[src/rtl/core/all_simple_paths_dfs_macros.svh]
// Assertion macros shared by the RTL.
`ifndef ALL_SIMPLE_PATHS_DFS_MACROS_SVH
`define ALL_SIMPLE_PATHS_DFS_MACROS_SVH
`define ASPD_ASSERT_IMPL(label, clk, rst_n, ante, cons) \
    label: assert property (@(posedge clk) disable iff (!rst_n) (ante) |-> (cons)) \
        else $error("assertion failed");
`define ASPD_ASSERT_NEXT(label, clk, rst_n, ante, cons) \
    label: assert property (@(posedge clk) disable iff (!rst_n) (ante) |=> (cons)) \
        else $error("assertion failed");
`endif

[src/rtl/core/aspd_pkg.sv]
`default_nettype none
package aspd_pkg;
    localparam int NODES_DEF = 16;
    localparam int SLOTS = 16;

    typedef enum logic [1:0] {
        OP_CLEAR = 2'd0,
        OP_ADD   = 2'd1,
        OP_START = 2'd2,
        OP_NEXT  = 2'd3
    } t_op;

    typedef enum logic [1:0] {
        ST_ACK  = 2'd0,
        ST_NODE = 2'd1,
        ST_DONE = 2'd2,
        ST_FULL = 2'd3
    } t_status;

    typedef struct packed {
        logic [1:0] operation;
        logic [3:0] from_node;
        logic [3:0] to_node;
    } t_in_word;

    typedef struct packed {
        logic [1:0] status;
        logic [3:0] path_node;
        logic       last;
    } t_out_word;

    typedef enum logic [2:0] {
        S_IDLE,
        S_STEP,
        S_READ,
        S_PUSH,
        S_EMIT,
        S_OUT
    } t_state;
endpackage
`default_nettype wire

[src/rtl/core/all_simple_paths_dfs.sv]
// Channel | Direction | Handshake                 | Word
// in      | input     | i_in_valid / o_in_ready   | t_in_word
// out     | output    | o_out_valid / i_out_ready | t_out_word
// Clear, add and start each return one result word.
// Next path takes one sequencer step per stack move: each step pops, skips a
// visited child or pushes one, with a registered read of the neighbor memory,
// then emits one path node per cycle while the output is not stalled.
// Reset clears counts and search state at once; the neighbor memory needs none.
// A stalled output holds the sequencer; the input is not ready while busy.
`default_nettype none
`include "all_simple_paths_dfs_macros.svh"
module all_simple_paths_dfs
    import aspd_pkg::*;
#(
    parameter int NODES = NODES_DEF
) (
    input  wire logic      i_clk,
    input  wire logic      i_rst_n,
    input  wire logic      i_in_valid,
    output logic           o_in_ready,
    input  wire t_in_word  i_in_data,
    output logic           o_out_valid,
    input  wire logic      i_out_ready,
    output t_out_word      o_out_data
);
    t_state r_state, n_state;
    logic [4:0]  r_cnt [SLOTS];
    logic [3:0]  r_table [SLOTS*SLOTS];
    logic [3:0]  r_path [SLOTS];
    logic [4:0]  r_nidx [SLOTS];
    logic [15:0] r_visit;
    logic [4:0]  r_depth;
    logic        r_active;
    logic [3:0]  r_goal;
    logic [3:0]  r_child;
    logic [3:0]  r_emit;
    t_out_word   r_out;
    logic        r_ovalid;

    logic [3:0] w_d;
    logic [3:0] w_top;
    logic [4:0] w_idx;
    logic       a_ok, b_ok;
    logic       w_add_full;
    logic       w_set_valid;

    assign w_d   = 4'(r_depth - 5'd1);
    assign w_top = r_path[w_d];
    assign w_idx = r_nidx[w_d];
    assign a_ok  = 32'(i_in_data.from_node) < NODES;
    assign b_ok  = 32'(i_in_data.to_node) < NODES;

    // An add word is refused when a node is out of range or its list is full.
    assign w_add_full = (i_in_data.operation == OP_ADD) &&
                        !(a_ok && b_ok && r_cnt[i_in_data.from_node] < 5'(SLOTS));

    assign w_set_valid = (r_state == S_EMIT && (!r_ovalid || i_out_ready)) ||
                         (r_state == S_OUT && r_out.status != ST_NODE);

    assign o_in_ready  = (r_state == S_IDLE) && !r_ovalid;
    assign o_out_valid = r_ovalid;
    assign o_out_data  = r_out;

    always_comb begin
        n_state = r_state;
        unique case (r_state)
            S_IDLE: if (i_in_valid && o_in_ready) begin
                n_state = (i_in_data.operation == OP_NEXT) ? S_STEP : S_OUT;
            end
            S_STEP: begin
                if (!r_active || r_depth == 5'd0) begin
                    n_state = S_OUT;
                end else if (w_top == r_goal) begin
                    n_state = (w_idx == 5'd0) ? S_EMIT : S_STEP;
                end else if (w_idx >= r_cnt[w_top]) begin
                    n_state = S_STEP;
                end else begin
                    n_state = S_READ;
                end
            end
            S_READ: n_state = S_PUSH;
            S_PUSH: n_state = S_STEP;
            S_EMIT: if (!r_ovalid || i_out_ready) begin
                n_state = (r_emit == w_d) ? S_OUT : S_EMIT;
            end
            S_OUT:  n_state = S_IDLE;
            default: n_state = S_IDLE;
        endcase
    end

    // Neighbor memory: one write port, one registered read port.
    always_ff @(posedge i_clk) begin
        if (r_state == S_IDLE && i_in_valid && o_in_ready &&
            i_in_data.operation == OP_ADD && a_ok && b_ok &&
            r_cnt[i_in_data.from_node] < 5'(SLOTS)) begin
            r_table[{i_in_data.from_node, r_cnt[i_in_data.from_node][3:0]}] <=
                i_in_data.to_node;
        end
        if (r_state == S_STEP) begin
            r_child <= r_table[{w_top, w_idx[3:0]}];
        end
    end

    always_ff @(posedge i_clk) begin
        if (!i_rst_n) begin
            r_state  <= S_IDLE;
            r_visit  <= '0;
            r_depth  <= '0;
            r_active <= 1'b0;
            r_goal   <= '0;
            r_ovalid <= 1'b0;
            r_emit   <= '0;
            for (int i = 0; i < SLOTS; i++) r_cnt[i] <= '0;
        end else begin
            r_state <= n_state;
            if (w_set_valid) r_ovalid <= 1'b1;
            else if (r_ovalid && i_out_ready) r_ovalid <= 1'b0;
            unique case (r_state)
                S_IDLE: if (i_in_valid && o_in_ready) begin
                    r_out <= '{status: w_add_full ? ST_FULL : ST_ACK,
                               path_node: 4'd0, last: 1'b1};
                    r_emit <= '0;
                    unique case (t_op'(i_in_data.operation))
                        OP_CLEAR: begin
                            for (int i = 0; i < SLOTS; i++) r_cnt[i] <= '0;
                            r_visit <= '0; r_depth <= '0; r_active <= 1'b0;
                        end
                        OP_ADD: begin
                            if (!w_add_full)
                                r_cnt[i_in_data.from_node] <=
                                    r_cnt[i_in_data.from_node] + 5'd1;
                        end
                        OP_START: begin
                            r_goal <= i_in_data.to_node;
                            if (a_ok && b_ok) begin
                                r_path[0] <= i_in_data.from_node;
                                r_nidx[0] <= '0;
                                r_visit   <= 16'(1) << i_in_data.from_node;
                                r_depth   <= 5'd1;
                                r_active  <= 1'b1;
                            end else begin
                                r_visit  <= '0;
                                r_depth  <= '0;
                                r_active <= 1'b0;
                            end
                        end
                        OP_NEXT: ;
                        default: ;
                    endcase
                end
                S_STEP: begin
                    if (!r_active || r_depth == 5'd0) begin
                        r_visit <= '0; r_depth <= '0; r_active <= 1'b0;
                        r_out <= '{status: ST_DONE, path_node: 4'd0, last: 1'b1};
                    end else if (w_top == r_goal) begin
                        if (w_idx == 5'd0) begin
                            r_nidx[w_d] <= 5'd1;
                        end else begin
                            r_visit[w_top] <= 1'b0;
                            r_depth <= r_depth - 5'd1;
                        end
                    end else if (w_idx >= r_cnt[w_top]) begin
                        r_visit[w_top] <= 1'b0;
                        r_depth <= r_depth - 5'd1;
                    end else begin
                        r_nidx[w_d] <= w_idx + 5'd1;
                    end
                end
                S_READ: ;
                S_PUSH: begin
                    if (!r_visit[r_child] && r_depth < 5'(SLOTS)) begin
                        r_path[r_depth[3:0]] <= r_child;
                        r_nidx[r_depth[3:0]] <= '0;
                        r_visit[r_child] <= 1'b1;
                        r_depth <= r_depth + 5'd1;
                    end
                end
                S_EMIT: if (!r_ovalid || i_out_ready) begin
                    r_out <= '{status: ST_NODE, path_node: r_path[r_emit],
                               last: (r_emit == w_d)};
                    r_emit <= r_emit + 4'd1;
                end
                S_OUT: ;
                default: ;
            endcase
        end
    end

    `ASPD_ASSERT_IMPL(a_no_ready_busy, i_clk, i_rst_n, r_state != S_IDLE, !o_in_ready)
    `ASPD_ASSERT_IMPL(a_depth_range, i_clk, i_rst_n, 1'b1, r_depth <= 5'(SLOTS))
    `ASPD_ASSERT_IMPL(a_inactive_empty, i_clk, i_rst_n, !r_active && r_state == S_IDLE,
        r_depth == 5'd0)
    `ASPD_ASSERT_NEXT(a_emit_node, i_clk, i_rst_n,
        r_state == S_EMIT && (!r_ovalid || i_out_ready),
        o_out_valid && o_out_data.status == ST_NODE)
endmodule
`default_nettype wire
[config.mk]
export PLATFORM = sky130hd
export DESIGN_NAME = all_simple_paths_dfs
export DESIGN_NICKNAME = d
export VERILOG_FILES = /design/src/rtl/core/aspd_pkg.sv /design/src/rtl/core/all_simple_paths_dfs.sv
export VERILOG_INCLUDE_DIRS = /design/src /design/src/rtl/core
export SDC_FILE = /design/constraint.sdc
export NUM_CORES = 2
export LEC_CHECK = 0
export BUFFER_PORTS_ARGS = -buffer_cell sky130_fd_sc_hd__buf_2
export CORE_MARGIN = 2
export CORE_UTILIZATION = 35
export DETAILED_ROUTE_END_ITERATION = 6
export GPL_TIMING_DRIVEN = 0
export HOLD_SLACK_MARGIN = 0.02
export PLACE_DENSITY = 0.57
export SLEW_MARGIN = 20
export SYNTH_ARGS = -nofsm -noshare
export SYNTH_HDL_FRONTEND = slang
export SYNTH_SLANG_ARGS = --single-unit
[constraint.sdc]
create_clock -name i_clk -period 8.7 [get_ports i_clk]
set_clock_uncertainty 0.2 [all_clocks]
set_input_delay 0.87 -clock i_clk [delete_from_list [all_inputs] [get_ports i_clk]]
set_output_delay 0.87 -clock i_clk [all_outputs]
set_load 0.05 [all_outputs]
* After elaboration in Yosys (flattened, before gate mapping) *
Memory sizes are Yosys's and may differ from the RTL's. A register that Yosys moved wholly into a read port is not among the register bits.
Cells that the tools add are included.

storage, ports and cells
  register bits after elaboration = 41
  RAM bits = 1248
  bits of input ports = 14
  logic and storage cells = 215
  memories kept = 4

operators by class
  add/sub/neg operators = 5
  $lt $le $gt $ge = 7
  equality and inequality tests = 18
  shift operators = 1
  muxes and demuxes = 111
  bitwise operators = 20
  reduce and logical (&&, ||, !) cells = 39

memories
  name     words  bits a word  rd ports  clocked after memory_dff  wr ports  line                        source
  r_table  256    4            1         1                         1         all_simple_paths_dfs.sv:28  logic [3:0] r_table [SLOTS*SLOTS];
  r_cnt    16     5            2         0                         16        all_simple_paths_dfs.sv:27  logic [4:0] r_cnt [SLOTS];
  r_nidx   16     5            1         0                         1         all_simple_paths_dfs.sv:30  logic [4:0] r_nidx [SLOTS];
  r_path   16     4            2         1                         1         all_simple_paths_dfs.sv:29  logic [3:0] r_path [SLOTS];

operators by type and width
  cell                                                                           count
  5-bit 2-to-1 mux                                                               26
  16-bit 2-to-1 mux                                                              6
  16-bit one-hot mux with 3 select lines                                         1
  1-bit 2-to-1 mux                                                               47
  4-bit 2-to-1 mux                                                               9
  16-bit one-hot mux with 2 select lines                                         1
  7-bit 2-to-1 mux                                                               3
  7-bit one-hot mux with 3 select lines                                          1
  3-bit 2-to-1 mux                                                               6
  1-bit bitwise OR                                                               17
  16-bit AND                                                                     1
  16-bit inverter                                                                1
  16-bit bitwise OR                                                              1
  1-bit by 4-bit left shift with 16-bit output (first input constant)            1
  5-bit by 1-bit adder with 5-bit output (second input constant)                 3
  3-bit one-hot mux with 5 select lines                                          1
  5-bit one-hot mux with 3 select lines                                          1
  5-bit OR reduction                                                             3
  1-bit logical AND                                                              13
  5-bit logical NOT                                                              2
  4-bit by 5-bit less-than comparator with 1-bit output (second input constant)  2
  5-bit less-than comparator (second input constant)                             2
  5-bit one-hot mux with 2 select lines                                          1
  1-bit demux with 4-bit select                                                  2
  31 further kinds                                                               50

* Logic depth before layout (Yosys ltp) *
An unclocked memory read counts as a cell.

  word-level depth = 14
  depth in mapped cells = 31
  gate-level depth less buffers = 21

* Worst setup path after synthesis *
No wires, ideal clock.

  path type = register to register
  start = register r_depth[0]
  end = memory r_nidx[14][0], enable pin
  library setup time = 0.340 ns
  arrival time = 5.651 ns
  setup slack = 2.509 ns
  cell stages (with the launch flop) = 29
  path buffers = 7
  cell sequence = dfxtp_1 buf_6 buf_12 buf_12 buf_6 inv_1 ha_1 xnor2_2 mux4_2 buf_1 buf_1 buf_2 mux2i_1 nand2_1 o211ai_1 o21ai_0 nand2_1 o21ai_0 ha_1 nand2b_1 a21o_1 a21o_1 a21o_1 a21o_1 mux2i_4 nand2_2 o32ai_2 a32oi_1 nor2_1

on the way
  cells in the longest elaborated chain, start to end = 14
  elaborated cells between the ends (all ways) = 34
  those cells by class = add/sub: 1; order compare: 2; eq/ne: 1; mux: 20; bitwise: 1; reduce/logical: 6; memory: 3

ends and longest elaborated chain
  what                                                                                 line                         source
  from (decl)                                                                          all_simple_paths_dfs.sv:32   logic [4:0] r_depth;
  from (signal assigned)                                                               all_simple_paths_dfs.sv:160  r_depth <= r_depth - 5'd1;
  from (signal assigned)                                                               all_simple_paths_dfs.sv:164  r_depth <= r_depth - 5'd1;
  from (signal assigned)                                                               all_simple_paths_dfs.sv:175  r_depth <= r_depth + 5'd1;
  5-bit by 1-bit subtractor with 5-bit output                                          --
  memory read 16 x 4 bit                                                               --
  memory read 16 x 5 bit                                                               --
  5-bit greater-or-equal comparator                                                    all_simple_paths_dfs.sv:162  end else if (w_idx >= r_cnt[w_top]) begin
  1-bit 2-to-1 mux                                                                     all_simple_paths_dfs.sv:162
  1-bit 2-to-1 mux                                                                     all_simple_paths_dfs.sv:155  end else if (w_top == r_goal) begin
  1-bit 2-to-1 mux                                                                     all_simple_paths_dfs.sv:152  if (!r_active || r_depth == 5'd0) begin
  1-bit 2-to-1 mux                                                                     all_simple_paths_dfs.sv:118  unique case (r_state)
  1-bit 2-to-1 mux                                                                     all_simple_paths_dfs.sv:105  if (!i_rst_n) begin
  1-bit 2-to-1 mux (not written as such)                                               all_simple_paths_dfs.sv:166  r_nidx[w_d] <= w_idx + 5'd1;
  1-bit bitwise OR (no line)                                                           --
  5-bit OR reduction (no line)                                                         --
  4-bit 2-to-1 mux (no line) / 1-bit 2-to-1 mux (equally long branches) (2 in series)  --
  to (decl)                                                                            all_simple_paths_dfs.sv:30

Several ways; a longest one is shown, not always the timed one.

* Worst setup path after layout *
  start = register r_depth[0]
  end = memory r_nidx[13][0], enable pin

Same word-level chain as after synthesis.

==> results.json <==
{
  "vias": 39090,
  "holdCritStartpoint": "i_out_ready",
  "synth-seq-cells": 1297,
  "drive_gt1_share_pct": 12.13,
  "syn_inst": 4364,
  "dpl_worst_slack_ns": -0.1850,
  "postCtsHoldBufs": 0,
  "clock_latency_ns": 0.81,
  "fp.dieArea_mm2": 0.1618,
  "status": "finished with violations",
  "drt_iter0_markers": 6343,
  "cts.path.max_buffers": 3,
  "cts_made_buffers": 135,
  "synth_area_per_cell_um2": 12.72,
  "synth.lib_cells_used.distinct": 76,
  "highest_layer": "met5",
  "row_count": 146,
  "grt_pass1_vias": 36830,
  "cts-htree-levels": 4,
  "synth_edf_count": 1259,
  "fmax_mhz": 117.0,
  "violations": "design-rule violations",
  "die_x_um": 402.3,
  "globalRouteOverflowTotal": 0,
  "setup.worst_path.end_class": "flip-flop",
  "worstHoldEndpoint": "o_out_valid$_SDFFE_PN0P_",
  "timing_worst_setup_path_type": "flip-flop to flip-flop",
  "initial_core_util_pct": 35.13,
  "leakagePower_uw": 0.02111,
  "hold_viol": 0,
  "seq_power_share_pct": 26.9,
  "m1WireLength_um": 78910,
  "grt_use_total_pct": 24.58,
  "tightest_slew_ns": 1.219,
  "maxCapViolCount": 0,
  "ant_nets": 0,
  "reg2reg_depth": 26,
  "dp_hpwl_um": 140400,
  "holdWs_ns": 0.2583,
  "syn_nets": 4393,
  "cp-start-kind": "flip-flop",
  "core_area_mm2": 0.1580,
  "clk_pin_slew_ns": 0.06,
  "grt_setup_unrepaired": "yes",
  "max_slew_margin_pct": 17.60,
  "drt-total-wl_um": 202800,
  "grt_pass1_wl_um": 279400,
  "path_max_fanout": 11,
  "finalSetupViolCount": 0,
  "combPwrFrac_pct": 50.9,
  "port_buffers": 17,
  "syn2layout_area_growth_pct": 13.50,
  "die_h_um": 402.3,
  "met2_wirelength_um": 88100,
  "place.gp.congestion": 1.002,
  "vias_per_cell": 5.829,
  "synth-async-reset-ratio_pct": 0,
  "peakVddDrop_v": 0.0003221,
  "tritoncts": "yes",
  "power_frac_clock_pct": 22.2,
  "postPlaceCellArea_mm2": 0.05863,
  "yosysWarnings": 0,
  "p_per_area_mw_per_mm2": 414.1,
  "cp_data_arrival_time_ns": 8.77,
  "grt_start_max_net_pins": 112,
  "cts_root_buffer": "clkbuf_16",
  "nets": 4562,
  "drv_slew": 0,
  "ys_seq_area_share_pct": 69.47,
  "drtPass1Iterations": 7,
  "critPathRequiredTime_ns": 8.92,
  "clock-sinks": 1297,
  "p_int_uw": 13480,
  "timing.rr.end": "r_nidx[13][0]$_DFFE_PP_",
  "min_delay_path_depth": 3,
  "power.net_switching_uw": 12610,
  "ios": 23,
  "r2r_start": "r_depth[0]$_SDFFE_PN0P_",
  "wl_met3_um": 26200,
  "reg2reg_slack_ns": 0.15,
  "antenna_found_initial": 18,
  "netlist_area_mm2": 0.05552,
  "fin_crit_ns": 8.546,
  "drt-wirelength-per-cell_um": 30.24,
  "worst_slack_ns": 0.1544,
  "min-delay-path-class": "primary input to flip-flop",
  "route.detailed.drc": 9,
  "swShare_pct": 48.34,
  "synthFlopType": "edfxtp_1",
  "timing.final.crit_share_pct": 98.23,
  "final_cell_area_mm2": 0.06301
}
[layer usage]
layer  vias up  track usage, %
li1      16380               -
met1     19590           33.34
met2      2623           36.56
met3       494           7.098
met4        10           10.94
met5         -               0
[layout by cell type (no fill, tap or decap), types with 38 or more instances in the layout]
master / n
a31oi_1: 77
a311oi_1: 50
a21oi_1: 96
nand3_1: 380
mux2i_1: 83
mux4_2: 90
and3_1: 93
buf_2: 125
nor2_1: 409
clkbuf_1: 121
nand2_1: 1077
edfxtp_1: 1259
clkbuf_16: 136
dfxtp_1: 38
[worst max path at each step]
stage | start | to | slack [ns]
floorplan | r_depth[0]$_SDFFE_PN0P_ | r_nidx[14][0]$_DFFE_PP_ | 2.51
global placement | r_depth[0]$_SDFFE_PN0P_ | r_nidx[2][1]$_DFFE_PP_ | -0.28
detailed placement | r_depth[0]$_SDFFE_PN0P_ | r_nidx[2][1]$_DFFE_PP_ | -0.19
CTS | r_depth[0]$_SDFFE_PN0P_ | r_nidx[4][1]$_DFFE_PP_ | 0.003
global route | r_depth[0]$_SDFFE_PN0P_ | r_nidx[13][0]$_DFFE_PP_ | -0.13
finish | r_depth[0]$_SDFFE_PN0P_ | r_nidx[13][0]$_DFFE_PP_ | 0.15
[critical path, stage by stage, from the launching register on]
cell and delay, ns:
dfxtp_1 0.38, buf_6 0.17, buf_12 0.17, buf_12 0.17, buf_6 0.19, inv_1 0.13
ha_1 0.31, buf_2 0.22, buf_2 0.33, buf_2 0.38, mux4_2 0.26, mux2i_1 0.13
mux2i_4 0.39, buf_2 0.52, clkbuf_1 0.56, buf_2 0.59, buf_2 0.46, ha_1 0.31
a21o_1 0.15, a21o_1 0.19, a21o_1 0.18, a21o_1 0.21, mux2i_4 0.28, nand2_2 0.22
o32ai_2 0.35, a32oi_1 0.19, nor2_1 0.48
[logic make-up after synthesis]
| logic type | share of synthesized area (%) |
|---|---|
| muxes | 5.682 |
| DFF | 69.47 |
| adders and majority gates | 0.3381 |
| buffers and inverters | 3.119 |
| and+or+nand+nor | 16.05 |
| xor gates and xnor gates | 0.2975 |
| AOI/OAI and AO/OA | 5.044 |
[power by group through the flow]
stage	logic, µW	registers [µW]	clock network, µW
floorplan	6360	7170	0
global placement	12400	7170	0
detailed placement	12600	7150	0
finish	13300	7020	5800
global route	13400	7020	6050
CTS	12600	7010	5800
[through the flow]
stage / TNS, ns / cells / utilization [%] / total power, µW
2_1_floorplan: 0 / 4364 / - / 13540
3_3_place_gp: -13.83 / 6453 / 36.83 / 19610
3_5_place_dp: -6.549 / 6467 / 37.11 / 19720
4_1_cts: 0 / 6703 / 39.84 / 25420
5_1_grt: -2.386 / 6706 / 39.87 / 26430
6_report: 0 / 6707 / 39.88 / 26090
[area by class of cell]
cell class	instances	area [µm²]
fill	14860	95000
sequential	1297	38570
multi-input combinational	2734	15270
clock buffer	156	3508
tap	2072	2592
buffer	310	1674
clock inverter	81	799.5
timing repair buffer	34	508.0
inverter	21	83.83
antenna	2	5.005
[timing repair]
item,4_1_cts,5_1_grt
pin swaps,0,2
gates resized for setup,6,9
setup endpoints to repair,69,80
setup buffers,0,3
[sequential cells by signal (all words and copies together) (netlist names), 3 cells and up, named ones only]
name        flops
o_out_data      7
r_child         4
r_cnt          80
r_depth         5
r_emit          4
r_goal          4
r_nidx         80
r_path         64
r_state         3
r_table      1024
r_visit        16
[synth_stat cells (all sizes together) (6+ instances only)]
cell type / n / area, µm²
nand2: 1078 / 4049
a32o: 6 / 60.06
buf: 188 / 1182
o22ai: 26 / 162.7
xor2: 9 / 78.83
nor2: 425 / 1600
a31oi: 77 / 481.7
edfxtp: 1259 / 37810
a311oi: 51 / 452.9
nor3: 6 / 30.03
a211oi: 24 / 195.2
o211ai: 8 / 60.06
a21oi: 96 / 480.5
a221oi: 6 / 52.55
clkbuf: 124 / 465.5
o21ai: 45 / 225.2
mux4: 90 / 2027
xnor2: 9 / 86.34
a21o: 7 / 52.55
mux2: 22 / 251.5
a41oi: 11 / 96.34
o21a: 7 / 52.55
dfxtp: 38 / 760.7
and3: 93 / 581.8
nor2b: 26 / 162.7
inv: 21 / 83.83
and2: 9 / 56.30
ha: 15 / 187.7
or4: 17 / 131.4
mux2i: 85 / 875.8
nand2b: 8 / 50.05
nand4: 31 / 193.9
a32oi: 24 / 210.2
nand3: 380 / 1902
(Power assumes the default switching activity.)
